[src/rtl/qmvd_pkg.sv]
package qmvd_pkg;

    localparam int MAX_COLUMNS = 4096;
    localparam int LANE_COUNT  = 4;
    localparam int QUANT_BLOCK = 32;

    localparam int IDX_W      = $clog2(MAX_COLUMNS);
    localparam int COL_W      = IDX_W + 1;
    localparam int LANE_W     = $clog2(LANE_COUNT);
    localparam int BANK_DEPTH = MAX_COLUMNS / LANE_COUNT;
    localparam int BANK_AW    = $clog2(BANK_DEPTH);
    localparam int QB_W       = $clog2(QUANT_BLOCK);

    localparam int DATA_W     = 24;
    localparam int QUANT_W    = 8;
    localparam int FRAC_W     = 16;
    localparam int TERM_W     = 2 * DATA_W - FRAC_W;
    localparam int BLOCK_W    = 40;
    localparam int ROW_W      = 48;
    localparam int WIDE_W     = 64;
    localparam int SCALE_W    = 16;
    localparam int MANT_W     = 10;
    localparam int EXP_W      = 5;
    localparam int SCALED_W   = BLOCK_W + MANT_W + 2;
    localparam int ROWNUM_W   = 16;
    localparam int CFG_IDX_W  = 2;
    localparam int CFG_DATA_W = 16;

    localparam int SCALE_SHIFT   = 25;
    localparam int SUBNORM_SHIFT = 24;

    localparam logic [EXP_W-1:0] EXP_SPECIAL = '1;

    localparam logic [CFG_IDX_W-1:0] REG_WEIGHT_FORMAT = 2'd0;
    localparam logic [CFG_IDX_W-1:0] REG_ROW_LENGTH    = 2'd1;
    localparam logic [CFG_IDX_W-1:0] REG_ROW_COUNT     = 2'd2;

    localparam logic FUNC_ACT    = 1'b0;
    localparam logic FUNC_WEIGHT = 1'b1;

    typedef struct packed {
        logic                     func;
        logic [IDX_W-1:0]         act_index;
        logic signed [DATA_W-1:0] act_value;
        logic signed [DATA_W-1:0] weight_lane_a;
        logic signed [DATA_W-1:0] weight_lane_b;
        logic signed [DATA_W-1:0] weight_lane_c;
        logic signed [DATA_W-1:0] weight_lane_d;
        logic [SCALE_W-1:0]       scale_bits;
    } t_in_item;

    typedef struct packed {
        logic signed [ROW_W-1:0] row_value;
        logic [ROWNUM_W-1:0]     row_number;
        logic                    last_row;
        logic                    saturated;
    } t_out_item;

    typedef struct packed {
        logic               clear;
        logic               acc_block;
        logic               acc_row;
        logic [LANE_W-1:0]  lane_sel;
        logic               close_mul;
        logic               close_shift;
        logic               close_apply;
        logic [SCALE_W-1:0] scale;
    } t_merge_ctl;

endpackage

[src/rtl/qmvd_merge.sv]
module qmvd_merge (
    input  logic                               i_clk,
    input  logic                               i_rst_n,
    input  qmvd_pkg::t_merge_ctl               i_ctl,
    input  logic signed [qmvd_pkg::TERM_W-1:0] i_terms [qmvd_pkg::LANE_COUNT],
    output logic signed [qmvd_pkg::ROW_W-1:0]  o_row_sum,
    output logic                               o_sat
);

    localparam int WW = qmvd_pkg::WIDE_W;
    localparam int RW = qmvd_pkg::ROW_W;
    localparam int BW = qmvd_pkg::BLOCK_W;
    localparam int TW = qmvd_pkg::TERM_W;
    localparam int EW = qmvd_pkg::EXP_W;
    localparam int MW = qmvd_pkg::MANT_W;
    localparam int SW = qmvd_pkg::SCALED_W;

    localparam logic signed [WW-1:0] SUM_MAX = {{(WW-RW+1){1'b0}}, {(RW-1){1'b1}}};
    localparam logic signed [WW-1:0] SUM_MIN = {{(WW-RW+1){1'b1}}, {(RW-1){1'b0}}};
    localparam logic signed [RW-1:0] ROW_MAX = {1'b0, {(RW-1){1'b1}}};
    localparam logic signed [RW-1:0] ROW_MIN = {1'b1, {(RW-1){1'b0}}};

    logic signed [BW-1:0] r_block;
    logic signed [RW-1:0] r_row;
    logic                 r_sat;
    logic signed [SW-1:0] r_scaled;
    logic signed [WW-1:0] r_wide;

    logic signed [BW-1:0] w_tree;
    logic signed [TW-1:0] w_term;
    logic signed [WW-1:0] w_add;
    logic signed [WW-1:0] w_sum;
    logic                 w_hi;
    logic                 w_lo;
    logic signed [RW-1:0] w_clamp;
    logic [EW-1:0]        w_exp;
    logic [MW-1:0]        w_man;
    logic                 w_neg;
    logic signed [MW+1:0] w_mant;
    logic signed [SW-1:0] w_prod;
    logic signed [WW-1:0] w_sgn;
    logic signed [WW-1:0] w_shifted;
    logic                 w_pos;

    // four lane terms into the block sum
    always_comb begin
        w_tree = '0;
        for (int k = 0; k < qmvd_pkg::LANE_COUNT; k++) begin
            w_tree = w_tree + {{(BW-TW){i_terms[k][TW-1]}}, i_terms[k]};
        end
    end

    assign w_term  = i_terms[i_ctl.lane_sel];
    assign w_add   = i_ctl.close_apply ? r_wide : {{(WW-TW){w_term[TW-1]}}, w_term};
    assign w_sum   = {{(WW-RW){r_row[RW-1]}}, r_row} + w_add;
    assign w_hi    = w_sum > SUM_MAX;
    assign w_lo    = w_sum < SUM_MIN;
    assign w_clamp = w_hi ? ROW_MAX : (w_lo ? ROW_MIN : w_sum[RW-1:0]);

    // fp16 scale fields
    assign w_exp  = i_ctl.scale[MW+EW-1:MW];
    assign w_man  = i_ctl.scale[MW-1:0];
    assign w_neg  = i_ctl.scale[qmvd_pkg::SCALE_W-1];
    assign w_mant = (w_exp == '0) ? {2'b00, w_man} : {2'b01, w_man};
    assign w_prod = r_block * w_mant;
    assign w_pos  = (!w_neg) == (!r_block[BW-1]);

    assign w_sgn = w_neg ? -{{(WW-SW){r_scaled[SW-1]}}, r_scaled}
                         :  {{(WW-SW){r_scaled[SW-1]}}, r_scaled};

    always_comb begin
        if (w_exp == '0) begin
            w_shifted = w_sgn >>> EW'(qmvd_pkg::SUBNORM_SHIFT);
        end else if (w_exp >= EW'(qmvd_pkg::SCALE_SHIFT)) begin
            w_shifted = w_sgn <<< (w_exp - EW'(qmvd_pkg::SCALE_SHIFT));
        end else begin
            w_shifted = w_sgn >>> (EW'(qmvd_pkg::SCALE_SHIFT) - w_exp);
        end
    end

    always_ff @(posedge i_clk) begin
        if (!i_rst_n) begin
            r_block <= '0;
            r_row   <= '0;
            r_sat   <= 1'b0;
        end else if (i_ctl.clear) begin
            r_block <= '0;
            r_row   <= '0;
            r_sat   <= 1'b0;
        end else begin
            if (i_ctl.acc_block) begin
                r_block <= r_block + w_tree;
            end
            if (i_ctl.acc_row || i_ctl.close_apply) begin
                r_row <= w_clamp;
                r_sat <= r_sat | w_hi | w_lo;
            end
            if (i_ctl.close_mul && w_exp == qmvd_pkg::EXP_SPECIAL) begin
                r_row   <= w_pos ? ROW_MAX : ROW_MIN;
                r_sat   <= 1'b1;
                r_block <= '0;
            end
            if (i_ctl.close_shift) begin
                r_block <= '0;
            end
        end
    end

    always_ff @(posedge i_clk) begin
        if (i_ctl.close_mul) begin
            r_scaled <= w_prod;
        end
        if (i_ctl.close_shift) begin
            r_wide <= w_shifted;
        end
    end

    assign o_row_sum = r_row;
    assign o_sat     = r_sat;

endmodule

[config.mk]
export PLATFORM = sky130hd
export DESIGN_NAME = qmvd_merge
export DESIGN_NICKNAME = d
export VERILOG_FILES = /design/src/rtl/qmvd_pkg.sv /design/src/rtl/qmvd_merge.sv
export SDC_FILE = /design/constraint.sdc
export NUM_CORES = 2
export LEC_CHECK = 0
export BUFFER_PORTS_ARGS = -buffer_cell sky130_fd_sc_hd__buf_2
export CAP_MARGIN = 20
export CORE_ASPECT_RATIO = 2
export CORE_UTILIZATION = 25
export DETAILED_ROUTE_END_ITERATION = 8
export GPL_TIMING_DRIVEN = 0
export PLACE_DENSITY = 0.46
export SETUP_SLACK_MARGIN = 0.15
export SKIP_LAST_GASP = 1
export SLEW_MARGIN = 20
export SYNTH_ARGS = -nofsm -noshare
export SYNTH_HDL_FRONTEND = slang
export SYNTH_SLANG_ARGS = --single-unit
[constraint.sdc]
create_clock -name i_clk -period 10.81 [get_ports i_clk]
set_input_delay 1.081 -clock i_clk [delete_from_list [all_inputs] [get_ports i_clk]]
set_output_delay 1.081 -clock i_clk [all_outputs]
set_load 0.01 [all_outputs]
==> load_flow_metrics.sql <==
INSERT INTO impl_metrics (metric_group, metric, value, unit) VALUES
('clock_tree', 'cts_buffers', '23', ''),
('global_routing', 'grt_use_total', '28.6', '%'),
('setup_path', 'cp_common_cell', 'inv_1', ''),
('detailed_routing', 'finalWirelength', '232000', 'um'),
('floorplanning', 'initial_utilization', '25.2', '%'),
('global_routing', 'antenna_violations_before_repair', '20', ''),
('floorplanning', 'fp.dieW', '284', 'um'),
('final_layout', 'flow.area_growth_from_synthesis', '12.1', '%'),
('global_routing', 'gr-usage-met3', '4.22', '%'),
('synth', 'mappedNetlistNets', '5714', ''),
('global_routing', 'grt_pass1_vias', '41600', ''),
('global_routing', 'grt_remaining_overflow', '0', ''),
('timing', 'tightest_slew', '1.34', 'ns'),
('setup_path', 'ff2ff_path_depth', '24', ''),
('final_layout', 'final_cell_mix', '653 x nand2_1, 525 x inv_1, 481 x fa_1, 364 x a21oi_1, 351 x nor2_1', ''),
('setup_path', 'regToRegStartpoint', 'r_block[7]', ''),
('power_and_ir_drop', 'p_comb_share', '73.8', '%'),
('global_routing', 'grt_start_max_net_pins', '54', ''),
('power_and_ir_drop', 'leakage_power', '19.1', 'nW'),
('final_layout', 'finished_cell_area', '0.0447', 'mm2'),
('synth', 'yosysSeqAreaShare', '13.2', '%'),
('final_layout', 'n_fill_cell', '17100', ''),
('clock_tree', 'clkLatencyLatePin', '0.67', 'ns'),
('detailed_routing', 'drc', '0', ''),
('detailed_routing', 'antenna_violating_nets_post_route', '0', ''),
('status', 'status', 'complete, no violations', ''),
('setup_path', 'arrival', '10.75', 'ns'),
('timing', 'hold_violations', '0', ''),
('power_and_ir_drop', 'clock_power_share', '10.6', '%'),
('place', 'place.gp.congestion', '1.02', ''),
('power_and_ir_drop', 'report.power.total', '8.37', 'mW'),
('synth', 'synthFlopType', 'edfxtp_1', ''),
('setup_path', 'worst_setup_path_end_kind', 'register', ''),
('global_routing', 'use_met1', '24.3', '%'),
('final_layout', 'num-nets-final', '5949', ''),
('timing', 'finalCritPeriodShare', '95.8', '%'),
('setup_path', 'ff2ff_setup_slack', '3.05', 'ns'),
('worst_hold_path', 'timing.hold.worst_path_depth', '1', ''),
('timing', 'fmaxAchievable', '0.0966', 'GHz'),
('global_routing', 'grt_first_pass_wirelength', '321000', 'um'),
('setup_path', 'worstPathBufferInverterCount', '14', ''),
('setup_path', 'timing.critical_path.from_type', 'input pin', ''),
('power_and_ir_drop', 'power.sequential.fraction', '15.6', '%'),
('power_and_ir_drop', 'p_per_area', '187', 'mW/mm2'),
('setup_path', 'cp_peak_stage_delay', '0.54', 'ns'),
('final_layout', 'layout.cells.most_common', 'nand2_1', ''),
('detailed_routing', 'vias_per_cell', '5.37', ''),
('synth', 'post_synth_edffs', '116', ''),
('place', 'numPlacedInstances', '7141', ''),
('power_and_ir_drop', 'power.net_switching', '4.86', 'mW'),
('worst_hold_path', 'timing.hold.worst.class', 'reg2reg', ''),
('floorplanning', 'floorplan.die.height', '567', 'um'),
('floorplanning', 'floorplan.io_pins', '203', ''),
('detailed_routing', 'average_detailed_routed_wire_length_per_instance', '32.2', 'um'),
('synth', 'synthesis.yosys.warnings', '0', ''),
('synth', 'postSynthRegisterBits', '205', ''),
('clock_tree', 'path_clk_slew', '0.07', 'ns'),
('final_layout', 'drive_gt1_share', '9.12', '%'),
('timing', 'clock_skew', '0.0547', 'ns'),
('timing', 'grt_setup_unrepaired', 'no', ''),
('worst_hold_path', 'hold_path_startpoint', 'o_sat', ''),
('place', 'place.port_buffers', '189', ''),
('setup_path', 'timing.setup.critical_path_class', 'in2reg', ''),
('worst_hold_path', 'whs_endpoint', 'o_sat', ''),
('clock_tree', 'htreeDepth', '1', ''),
('timing', 'worst_slew_margin_rel', '10.0', '%'),
('timing', 'final_max_slew_viol_count', '0', ''),
('clock_tree', 'setup_fix_buffers_added_after_clock_tree_synthesis', '0', ''),
('detailed_routing', 'drt_pre_antenna_iters', '6', ''),
('detailed_routing', 'via_count', '38700', ''),
('run', 'max-cap-violations', '0', '');
==> stage by stage <==
step	setup slack, ns	util, %	TNS (ns)
floorplan	2.03	-	0
global placement	-3.48	27.5	-71.13
detailed placement	-2.03	27.7	-48.71
CTS	0.152	28.1	0
global route	0.273	28.3	0
finish	0.455	28.3	0
==> cell type report <==
cell class              count  area (um2)  area share, %
diodes                     15        37.5         0.0840
plain buffers             316        1220           2.74
clock buffers              29         608           1.36
clock inverters            12         160          0.358
inverters                 526        1970           4.42
multi-input cells        3812       31700           70.9
flip-flops and latches    205        5270           11.8
well taps                2080        2600           5.82
repair buffers            210        1150           2.58
==> cell families (layout without fill, tap and decap cells) <==
kind of cell             Yosys count  in the layout  share of synthesized area (%)
AND/OR/NAND/NOR                 1463           1463                           16.5
multiplexers                     252            252                           8.02
buffers and inverters            842           1093                           7.96
flip-flops                       205            205                           13.2
AO/OA/AOI/OAI                   1187           1187                           18.6
adder cells (fa/ha/maj)          702            702                           31.1
other                              0             15                              0
XOR/XNOR                         208            208                           4.63
==> synth_stat cells (10+ instances only) <==
| master | n | area [um2] |
|---|---|---|
| nand2_1 | 653 | 2450 |
| inv_1 | 525 | 1970 |
| fa_1 | 481 | 9630 |
| a21oi_1 | 366 | 1830 |
| nor2_1 | 352 | 1320 |
| o21ai_0 | 328 | 1640 |
| clkbuf_1 | 273 | 1020 |
| ha_1 | 220 | 2750 |
| mux2i_1 | 135 | 1350 |
| xnor2_1 | 124 | 1090 |
| and2_1 | 121 | 757 |
| edfxtp_1 | 116 | 3480 |
| dfxtp_1 | 89 | 1780 |
| xor2_1 | 81 | 709 |
| a21o_1 | 73 | 548 |
| mux2_2 | 70 | 788 |
| nor3_1 | 61 | 305 |
| nor2b_1 | 59 | 369 |
| nand3_1 | 54 | 270 |
| mux4_2 | 47 | 1060 |
| a211oi_1 | 46 | 345 |
| nand4_1 | 40 | 250 |
| buf_1 | 37 | 139 |
| o211ai_1 | 37 | 278 |
| a31oi_1 | 36 | 225 |
| o31ai_1 | 35 | 263 |
| o21a_1 | 31 | 233 |
| o21bai_1 | 29 | 218 |
| nand2b_1 | 27 | 169 |
| o22ai_1 | 24 | 150 |
| or3_1 | 21 | 131 |
| o41ai_1 | 18 | 158 |
| or2_2 | 18 | 113 |
| o221ai_1 | 16 | 140 |
| a221oi_1 | 14 | 123 |
| a22oi_1 | 14 | 105 |
| and3_1 | 13 | 81.3 |
| a221o_1 | 12 | 120 |
| o21ai_1 | 11 | 55.1 |
| nor4_1 | 10 | 62.6 |
==> how the worst max path moves through the flow <==
stage                    from      endpoint  slack (ns)  cells after the start
floorplan           i_ctl[10]  r_scaled[45]        2.03                     31
global placement    i_ctl[10]  r_scaled[45]       -3.48                     33
detailed placement  i_ctl[10]  r_scaled[48]       -2.03                     35
CTS                 i_ctl[10]  r_scaled[48]        0.15                     35
global route        i_ctl[10]  r_scaled[48]        0.27                     35
finish              i_ctl[10]  r_scaled[48]        0.46                     35
==> sequential cells by signal (all words and copies together), names as in the netlist <==
signal	count
o_row_sum	48
r_wide	64
r_block	40
r_scaled	52
o_sat	1
==> metal layers <==
layer	share of wire [%]	vias to the layer above	wire length, um
li1	-	17000	-
met1	30	19500	69100
met3	3.8	721	8910
met4	12	8	28200
met5	0.023	-	54
met2	54	1427	126000
==> power groups by stage <==
stage	clock network [mW]	logic (mW)	registers, mW
finish	0.891	6.17	1.31
global route	0.927	6.56	1.32
CTS	0.903	6.00	1.30
detailed placement	0	5.96	1.31
global placement	0	5.93	1.31
floorplan	0	3.56	1.21
==> repair_timing <==
action | CTS | global route
endpoints found under the setup margin | 32 | 13
resized for setup | 8 | 11
hold buffers | 0 | 0
Note: power is estimated with default switching activity, not from simulation.
